**config.mk**
```make
export PLATFORM = sky130hd
export DESIGN_NAME = hpt_ctrl
export DESIGN_NICKNAME = d
export VERILOG_FILES = /design/src/hw/rtl/hpt_pkg.sv /design/src/hw/rtl/hpt_ctrl.sv
export SDC_FILE = /design/constraint.sdc
export NUM_CORES = 1
export LEC_CHECK = 0
export BUFFER_PORTS_ARGS = -buffer_cell sky130_fd_sc_hd__buf_2
export CORE_AREA = 2 2 39 41
export CTS_CLUSTER_DIAMETER = 150
export DETAILED_ROUTE_END_ITERATION = 8
export DIE_AREA = 0 0 41 43
export HOLD_SLACK_MARGIN = 0.08
export PLACE_DENSITY_LB_ADDON = 0.05
export SYNTH_ARGS = -nofsm -noshare
export SYNTH_HDL_FRONTEND = slang
export SYNTH_SLANG_ARGS = --single-unit
```
**constraint.sdc**
```tcl
create_clock -name clk_i -period 3.3 [get_ports clk_i]
set_clock_uncertainty 0.05 [all_clocks]
set_input_delay 0.33 -clock clk_i [delete_from_list [all_inputs] [get_ports clk_i]]
set_output_delay 0.33 -clock clk_i [all_outputs]
set_load 0.05 [all_outputs]
```
**src/hw/rtl/hpt_pkg.sv**
```systemverilog
`timescale 1ns / 1ps
package hpt_pkg;

  // Table geometry.
  localparam int unsigned TABLE_ENTRIES = 4096;
  localparam int unsigned IDX_W = $clog2(TABLE_ENTRIES);
  localparam int unsigned CNT_W = $clog2(TABLE_ENTRIES + 1);

  // Field widths.
  localparam int unsigned KEY_W   = 52;
  localparam int unsigned ASID_W  = 16;
  localparam int unsigned DATA_W  = 32;
  localparam int unsigned OC_W    = 3;
  localparam int unsigned ENT_W   = KEY_W + ASID_W + DATA_W;
  localparam int unsigned LFSR_W  = 32;

  // Configuration port.
  localparam int unsigned CFG_IDX_W  = 1;
  localparam int unsigned CFG_DATA_W = 13;
  localparam int unsigned MODE_W     = 2;
  localparam logic [CFG_IDX_W-1:0] REG_SCRAMBLE = 1'b0;
  localparam logic [CFG_IDX_W-1:0] REG_LIMIT    = 1'b1;
  localparam logic [CNT_W-1:0] LIMIT_RESET = CNT_W'(TABLE_ENTRIES);

  // Hash modes.
  localparam logic [MODE_W-1:0] MODE_KEY  = 2'd0;
  localparam logic [MODE_W-1:0] MODE_ASID = 2'd1;

  // Fold of index-wide digits over the key, sized for 64 bits.
  localparam int unsigned FOLD_CNT = (64 + IDX_W - 1) / IDX_W;
  localparam int unsigned FOLD_W   = FOLD_CNT * IDX_W;

  // Victim LFSR.
  localparam logic [LFSR_W-1:0] LFSR_SEED = 32'hACE12468;
  localparam logic [LFSR_W-1:0] LFSR_TAPS = 32'h80200003;

  // Slot status codes.
  localparam logic [1:0] ST_EMPTY = 2'd0;
  localparam logic [1:0] ST_VALID = 2'd1;
  localparam logic [1:0] ST_TOMB  = 2'd2;

  // Outcome codes.
  localparam logic [OC_W-1:0] OC_HIT      = 3'd0;
  localparam logic [OC_W-1:0] OC_INSERTED = 3'd1;
  localparam logic [OC_W-1:0] OC_REPLACED = 3'd2;
  localparam logic [OC_W-1:0] OC_REPFAIL  = 3'd3;
  localparam logic [OC_W-1:0] OC_ERASED   = 3'd4;
  localparam logic [OC_W-1:0] OC_NOTFOUND = 3'd5;
  localparam logic [OC_W-1:0] OC_FULL     = 3'd6;

  localparam logic OP_ACCESS = 1'b0;
  localparam logic OP_ERASE  = 1'b1;

  // Slot address selection.
  typedef enum logic [2:0] {
    SEL_S,
    SEL_FREE,
    SEL_HOME,
    SEL_VICT,
    SEL_ZERO
  } slot_sel_e;

  // Commands from the controller to the datapath.
  typedef struct packed {
    logic            clr_we;
    logic            load;
    logic            step;
    logic            st_we;
    logic [1:0]      st_val;
    slot_sel_e       wsel;
    logic            ent_we;
    logic            live_inc;
    logic            live_dec;
    logic            div_start;
    logic            vict_rd;
    logic            res_we;
    logic [OC_W-1:0] res_code;
    slot_sel_e       res_sel;
    logic            res_data;
    logic            out_load;
  } cmd_t;

  // Status from the datapath to the controller.
  typedef struct packed {
    logic [1:0] rd_stat;
    logic       match;
    logic       probes_max;
    logic       probes_zero;
    logic       op;
    logic       live_lt;
    logic       free_found;
    logic       clr_last;
    logic       div_done;
    logic       out_free;
  } sts_t;

  // Home slot of a key.
  function automatic logic [IDX_W-1:0] home_slot(input logic [MODE_W-1:0] mode,
                                                 input logic [KEY_W-1:0]  key,
                                                 input logic [ASID_W-1:0] asid);
    logic [FOLD_W-1:0] ext;
    logic [IDX_W-1:0]  acc;
    logic [KEY_W-1:0]  mix;
    ext = FOLD_W'(key);
    acc = '0;
    mix = key ^ KEY_W'(asid);
    for (int i = 0; i < FOLD_CNT; i++) begin
      acc = acc ^ ext[i*IDX_W +: IDX_W];
    end
    if (mode == MODE_KEY) begin
      return key[IDX_W-1:0];
    end else if (mode == MODE_ASID) begin
      return mix[IDX_W-1:0];
    end
    return acc;
  endfunction

endpackage

```
**src/hw/rtl/hpt_ctrl.sv**
```systemverilog
`timescale 1ns / 1ps
// Sequencer for clearing, search, insert, replace and erase.
module hpt_ctrl (
  input  logic          clk_i,
  input  logic          rst_ni,
  input  logic          in_valid_i,
  output logic          in_ready_o,
  input  hpt_pkg::sts_t sts_i,
  output hpt_pkg::cmd_t cmd_o
);

  localparam logic [2:0] S_CLR  = 3'd0;
  localparam logic [2:0] S_IDLE = 3'd1;
  localparam logic [2:0] S_RD   = 3'd2;
  localparam logic [2:0] S_EV   = 3'd3;
  localparam logic [2:0] S_DIV  = 3'd4;
  localparam logic [2:0] S_VRD  = 3'd5;
  localparam logic [2:0] S_VEV  = 3'd6;
  localparam logic [2:0] S_FIN  = 3'd7;

  logic [2:0] state_q, state_d;

  // Next state and commands.
  always_comb begin
    state_d    = state_q;
    cmd_o      = '0;
    in_ready_o = 1'b0;
    case (state_q)
      S_CLR: begin
        cmd_o.clr_we = 1'b1;
        if (sts_i.clr_last) begin
          state_d = S_IDLE;
        end
      end
      S_IDLE: begin
        in_ready_o = 1'b1;
        if (in_valid_i) begin
          cmd_o.load = 1'b1;
          state_d    = S_RD;
        end
      end
      S_RD: begin
        state_d = S_EV;
      end
      S_EV: begin
        state_d = S_FIN;
        if (sts_i.rd_stat != hpt_pkg::ST_EMPTY && !sts_i.probes_max) begin
          if (sts_i.rd_stat == hpt_pkg::ST_VALID && sts_i.match) begin
            cmd_o.res_we   = 1'b1;
            cmd_o.res_sel  = hpt_pkg::SEL_S;
            cmd_o.res_data = 1'b1;
            if (sts_i.op == hpt_pkg::OP_ERASE) begin
              cmd_o.st_we    = 1'b1;
              cmd_o.st_val   = hpt_pkg::ST_TOMB;
              cmd_o.wsel     = hpt_pkg::SEL_S;
              cmd_o.live_dec = 1'b1;
              cmd_o.res_code = hpt_pkg::OC_ERASED;
            end else begin
              cmd_o.res_code = hpt_pkg::OC_HIT;
            end
          end else begin
            cmd_o.step = 1'b1;
            state_d    = S_RD;
          end
        end else if (sts_i.op == hpt_pkg::OP_ERASE) begin
          cmd_o.res_we   = 1'b1;
          cmd_o.res_code = hpt_pkg::OC_NOTFOUND;
          cmd_o.res_sel  = hpt_pkg::SEL_ZERO;
        end else if (sts_i.live_lt) begin
          cmd_o.res_we = 1'b1;
          if (sts_i.free_found || !sts_i.probes_max) begin
            // First tombstone of the run, else the empty slot that ended it.
            cmd_o.wsel     = sts_i.free_found ? hpt_pkg::SEL_FREE : hpt_pkg::SEL_S;
            cmd_o.st_we    = 1'b1;
            cmd_o.st_val   = hpt_pkg::ST_VALID;
            cmd_o.ent_we   = 1'b1;
            cmd_o.live_inc = 1'b1;
            cmd_o.res_code = hpt_pkg::OC_INSERTED;
            cmd_o.res_sel  = cmd_o.wsel;
          end else begin
            cmd_o.res_code = hpt_pkg::OC_FULL;
            cmd_o.res_sel  = hpt_pkg::SEL_HOME;
          end
        end else if (sts_i.probes_zero) begin
          // Empty home slot: nothing to replace.
          cmd_o.res_we   = 1'b1;
          cmd_o.res_code = hpt_pkg::OC_REPFAIL;
          cmd_o.res_sel  = hpt_pkg::SEL_HOME;
        end else begin
          cmd_o.div_start = 1'b1;
          state_d         = S_DIV;
        end
      end
      S_DIV: begin
        if (sts_i.div_done) begin
          state_d = S_VRD;
        end
      end
      S_VRD: begin
        cmd_o.vict_rd = 1'b1;
        state_d       = S_VEV;
      end
      S_VEV: begin
        cmd_o.res_we  = 1'b1;
        cmd_o.res_sel = hpt_pkg::SEL_VICT;
        if (sts_i.rd_stat == hpt_pkg::ST_VALID) begin
          cmd_o.wsel     = hpt_pkg::SEL_VICT;
          cmd_o.ent_we   = 1'b1;
          cmd_o.res_code = hpt_pkg::OC_REPLACED;
        end else begin
          cmd_o.res_code = hpt_pkg::OC_REPFAIL;
        end
        state_d = S_FIN;
      end
      S_FIN: begin
        if (sts_i.out_free) begin
          cmd_o.out_load = 1'b1;
          state_d        = S_IDLE;
        end
      end
      default: begin
        state_d = S_CLR;
      end
    endcase
  end

  // State register.
  always_ff @(posedge clk_i or negedge rst_ni) begin
    if (!rst_ni) begin
      state_q <= S_CLR;
    end else begin
      state_q <= state_d;
    end
  end

endmodule

```
==> results of run 1 <==
repair_timing:
action                    CTS  global route
hold buffers                1             0
gates resized for setup     0             0
hold endpoints to repair    3             0
cells in the mapped netlist, drive strengths merged (2+ instances only):
cell type  instances  area (um2)
nor2b              7       43.79
inv                5       18.77
o21ai              3       15.01
nand3b             3       35.03
nor4               2       33.78
nor3               2       10.01
and2               4       25.02
nand2b             2       12.51
nor2               7       26.28
nand2              6       22.52
buf                8       56.30
o21a               3       22.52
dfrtp              3       75.07
a21oi              2       10.01
nand3              2       10.01
o22ai              2       12.51
o31ai              2       20.02
area by class of cell:
class | count | area (um2)
fillers | 160 | 674.4
clock buffers | 4 | 26.28
repair buffers | 37 | 190.2
well taps | 16 | 20.02
inverters | 5 | 18.77
multi-input cells | 56 | 379.1
flip-flops and latches | 3 | 75.07
logic make-up (layout without fill, tap and decap cells):
logic type / Yosys count / count (layout) / share of synthesized area (%)
buffers and inverters: 13 / 46 / 14.18
and+or+nand+nor: 38 / 38 / 47.28
DFF: 3 / 3 / 14.18
muxes: 1 / 1 / 1.891
AOI/OAI and AO/OA: 16 / 16 / 21.75
other: 1 / 1 / 0.7085
worst max-delay path by stage:
stage | from | slack (ps) | endpoint
5_1_grt | state_q[2]$_DFFE_PN0P_ | 1050 | cmd_o[6]
4_1_cts | state_q[2]$_DFFE_PN0P_ | 1140 | cmd_o[3]
3_3_place_gp | state_q[2]$_DFFE_PN0P_ | 1440 | cmd_o[3]
6_report | state_q[2]$_DFFE_PN0P_ | 1150 | cmd_o[3]
2_1_floorplan | state_q[2]$_DFFE_PN0P_ | 440 | cmd_o[18]
3_5_place_dp | state_q[2]$_DFFE_PN0P_ | 1390 | cmd_o[3]
per-layer routing:
metal  up-vias  track usage, %  part of all wire [%]
met5         -               0                     0
met4         0           6.000                     0
met3         0           1.571                   5.6
met2        18           25.62                    45
met1       243           23.15                    49
li1        309               -                     -
stage by stage:
step	cells	total power, uW	utilization, %	setup slack (ps)
finish	121	602.5	51.27	1149
global route	121	648.1	51.27	1045
CTS	121	608.2	51.27	1143
detailed placement	116	541.3	48.64	1389
global placement	116	537.7	48.64	1442
floorplan	72	477.3	-	438.9
where the power goes:
group          leakage (uW)  total (uW)  internal, uW  switching (uW)
Combinational      0.000347         447           127             320
Clock             0.0000150        62.3          45.2            17.2
Sequential        0.0000324        93.3          53.3            40.0
Total              0.000394         603           225             377
critical path: stages, from the launching register on:
cell,delay (ps)
dfrtp_1,450
nand3b_4,230
or2_4,300
o31ai_2,260
buf_2,310
==> impl_metrics.yaml, run 1 <==
outcome:
  outcome: "completed"
clock_network:
  clock-root-buffer: "clkbuf_4"
  ctsLongestPathBuffers: 2
  cts_tree: "yes"
  cts_buffers: 3
  clkTransAtPathRegs_ps: 40
  clkLatencyLatePin_ps: 230
  post-cts-setup-buffers: 0
  cts_max_level: 1
  cts_sinks: 3
setup_path:
  worstPathArrival_ps: 1770
  critPathLaunchType: "flip-flop"
  cp.required_ps: 2920
  cp_max_fo: 9
  reg2reg_slack_ps: 1880
  rr_worst_depth: 4
  r2r_start: "state_q[2]$_DFFE_PN0P_"
  reg2reg_to: "state_q[1]$_DFFE_PN0P_"
  end_kind: "output pin"
  critical_path_class: "flip-flop to output pin"
pwr:
  cellPowerDensity_mw_per_mm2: 849.3
  ir_worst_vdd_uv: 439.9
  p_leak_uw: 0.0003943
drt:
  final_antenna_net_count: 0
  drt-vias-per-instance: 4.711
  wl_per_cell_um: 10.88
  drtPass1Iterations: 3
  drtIter0Drc: 7
  vias: 570
  wl_mm: 1.316
  remaining_drc_errors: 0
timing:
  fmax_ghz: 0.4650
  drv_slew: 0
  finalCritPeriodShare_pct: 65.17
  hold-worst-slack_ps: 370.7
  finalHoldViolCount: 0
  rsz0062_at_grt: "no"
  finalSetupViolCount: 0
  period_needed_ps: 2151
  setup_tns_ps: 0
grt:
  grt_pass1_wl_mm: 2.083
  antenna_found_initial: 0
  grt_overflow: 0
  grt_pass1_vias: 507
  grt_max_degree: 11
  grt_usage_pct: 16.67
yosys:
  synth_edf_count: 0
  synthArstFlopShare_pct: 100.0
  syn_area_um2: 529.3
  yosys_warnings: 0
  yosysSeqAreaShare_pct: 14.18
  synthesis.nets: 86
  syn_avg_cell_area_um2: 7.351
  synth_ff_type: "dfrtp_1"
  synth-seq-cells: 3
  synthCells: 72
  yosysUniqueCellTypes: 32
cells_and_area:
  largestRegisters: "state_q (3)"
  largest_reg_flops: 3
  max_flop_register: "state_q"
  fin_area_um2: 709.4
  syn2layout_area_growth_pct: 34.04
  final_cell_mix: "36 x buf_2, 7 x nor2b_1, 7 x nor2_1, 6 x nand2_1, 5 x inv_1"
  final_nets: 120
  final_common_cell: "buf_2"
  diodes: 0
  drive_above_1_share_pct: 43.81
run:
  cap_violations: 0
floorplan:
  dieArea_mm2: 0.001763
  pin_count: 38
  die_y_um: 43
  num_rows: 14
  core_area_mm2: 0.001384
  die_x_um: 41
  start_util_pct: 38.25
placement:
  io_buffers: 36
  hpwl_mm: 1.058
  placed_area_um2: 673.1
  place_congestion: 0.7945
worst_hold_path:
  holdCritPathClass: "input port to asynchronous set/reset pin"
Note: power is estimated with default switching activity, not from simulation.
==> run 2, diff against run 1 <==
--- a/config.mk
+++ b/config.mk
@@ -6,10 +6,9 @@
 export NUM_CORES = 1
 export LEC_CHECK = 0
 export BUFFER_PORTS_ARGS = -buffer_cell sky130_fd_sc_hd__buf_2
-export CORE_AREA = 2 2 39 41
+export CORE_UTILIZATION = 39
 export CTS_CLUSTER_DIAMETER = 150
 export DETAILED_ROUTE_END_ITERATION = 8
-export DIE_AREA = 0 0 41 43
 export HOLD_SLACK_MARGIN = 0.08
 export PLACE_DENSITY_LB_ADDON = 0.05
 export SYNTH_ARGS = -nofsm -noshare
==> constraint.sdc (replaced) <==
create_clock -name clk_i -period 2.11 [get_ports clk_i]
set_clock_uncertainty 0.05 [all_clocks]
set_input_delay 0.211 -clock clk_i [delete_from_list [all_inputs] [get_ports clk_i]]
set_output_delay 0.211 -clock clk_i [all_outputs]
set_load 0.05 [all_outputs]
==> run 2 against run 1 <==
Against the previous run: register-to-register slack worse by 1200 ps; via count increased by 2.8%; combinational power grew 60%; sequential cell count unchanged; sequential share of layout area decreased by 0.27 points; utilization grew 10 points; critical path type unchanged; die area fell by 14%; global-route usage rose by 1.1 points; non-clock buffer count did not move.
==> impl_metrics.yaml, run 2 (synthesis gave the netlist of run 1 again) <==
cells_and_area:
  fin_area_um2: 728.2
  final_nets: 120
  multi_input_area_um2: 400.4
  fillCellCount: 112
  diodes: 0
  final_common_cell: "buf_2"
  max_flop_register: "state_q"
  final_cell_mix: "36 x buf_2, 7 x nor2b_1, 6 x nand2_1, 6 x nor2_1, 5 x inv_1"
  largestRegisters: "state_q (3)"
  syn2layout_area_growth_pct: 37.59
  final_util_pct: 61.39
  drive_above_1_share_pct: 45.71
  largest_reg_flops: 3
  ff_latch_area_um2: 75.07
placement:
  placed_area_um2: 691.9
  hpwl_mm: 1.003
  place_ws_ps: 336.6
  io_buffers: 36
  place_congestion: 0.7391
grt:
  grt_max_degree: 11
  antenna_found_initial: 0
  grt_pass1_vias: 453
  grt_overflow: 0
  grt_pass1_wl_mm: 1.911
  grt_usage_pct: 17.78
floorplan:
  die_y_um: 38.84
  start_util_pct: 44.62
  pin_count: 38
  core_area_mm2: 0.001186
  num_rows: 12
  die_x_um: 38.84
  dieArea_mm2: 0.001509
pwr:
  p_sw_share_pct: 62.66
  combPwrFrac_pct: 74.7
  netSwitchingPower_uw: 601.3
  pwr-share-seq_pct: 15.2
  ir_worst_vdd_uv: 935.3
  intPower_uw: 358.4
  p_leak_uw: 0.0004020
  clkPwrFrac_pct: 10.1
  cellPowerDensity_mw_per_mm2: 1318
setup_path:
  crit_path_cell_trace: "nand3b_4, or2_4, o31ai_4, buf_2"
  worstPathArrival_ps: 1750
  cp_slowest_stage_delay_ps: 460
  critical_path_class: "flip-flop to output pin"
  crit_buf_inv: 1
  end_kind: "output pin"
  critPathLaunchType: "flip-flop"
  slowest_stage: "dfrtp_1"
  cp.required_ps: 1850
  critPathTopFamily: "simple AND/OR/NAND/NOR gates"
  cp_max_fo: 9
drt:
  drt-vias-per-instance: 4.924
  final_antenna_net_count: 0
  drtPass1Iterations: 4
  drtIter0Drc: 3
  wl_per_cell_um: 10.18
  vias: 586
  wl_mm: 1.212
  remaining_drc_errors: 0
clock_network:
  cts_tree: "yes"
  cts_sinks: 3
  clkLatencyLatePin_ps: 230
  ctsLongestPathBuffers: 2
  cts_max_level: 1
  clkTransAtPathRegs_ps: 40
  clock-root-buffer: "clkbuf_4"
  cts-resized-gates: 0
  post-cts-setup-buffers: 0
  cts_buffers: 3
run:
  cap_violations: 0
timing:
  finalHoldViolCount: 0
  drv_slew: 0
  rsz0062_at_grt: "no"
  finalCritPeriodShare_pct: 95.20
  setup_tns_ps: 0
  period_needed_ps: 2009
  finalSetupViolCount: 0
  hold-worst-slack_ps: 266.4
  fmax_ghz: 0.4978
  fin_ws_ps: 101.3
outcome:
  outcome: "completed"
worst_hold_path:
  holdCritPathClass: "input port to asynchronous set/reset pin"
run 2: cell counts in the layout (fill, tap and decap cells not counted):
No cell type changed its count.
run 2: through the flow:
step | instances | power, uW
finish | 119 | 959.7
global route | 119 | 1031
CTS | 119 | 966.5
detailed placement | 114 | 863.6
global placement | 114 | 856.0
floorplan | 72 | 762.3
run 2: layer usage:
metal  part of all wire [%]  GRT usage [%]  vias to the layer above
met2                     44          26.67                       20
met4                      0          5.172                        0
met5                      0              0                        -
li1                       -              -                      310
met1                     51          26.30                      256
met3                    4.9          1.734                        0
run 2: repair_timing:
action,CTS,global route
endpoints found under the hold margin,3,0
endpoints found under the setup margin,0,0
hold buffers,1,0
run 2: worst reg2reg max path: cells and delay by family, from the launching register on:
kind | cells | cell delay, ps
flops | 1 | 460
simple gates | 4 | 800
run 2: final cells by class:
| type | count | share of cell area [%] |
|---|---|---|
| Tap cell | 14 | 2.405 |
| Clock buffer | 4 | 3.608 |
| Inverter | 5 | 2.577 |
| Timing Repair Buffer | 37 | 26.12 |
| Sequential cell | 3 | 10.31 |
| Multi-Input combinational cell | 56 | 54.98 |
run 2: path summary, 6_finish.rpt:
check                                  startpoint                      to  slack (ps)  depth (start not counted)
min in group clk_i                       sts_i[0]  state_q[2]$_DFFE_PN0P_         290                          3
hold reg to reg            state_q[2]$_DFFE_PN0P_  state_q[2]$_DFFE_PN0P_         620                          1
setup / recovery           state_q[2]$_DFFE_PN0P_                cmd_o[3]         100                          4
hold / removal                             rst_ni  state_q[2]$_DFFE_PN0P_         270                          2
max in group asynchronous                  rst_ni  state_q[0]$_DFFE_PN0P_        1640                          2
setup reg to reg           state_q[2]$_DFFE_PN0P_  state_q[1]$_DFFE_PN0P_         680                          4
run 2: power by group through the flow:
stage	logic, uW	registers (uW)	clock network [uW]
2_1_floorplan	672	90.0	0
3_3_place_gp	712	144	0
3_5_place_dp	717	147	0
4_1_cts	720	145	101
5_1_grt	764	158	110
6_report	717	146	97.1
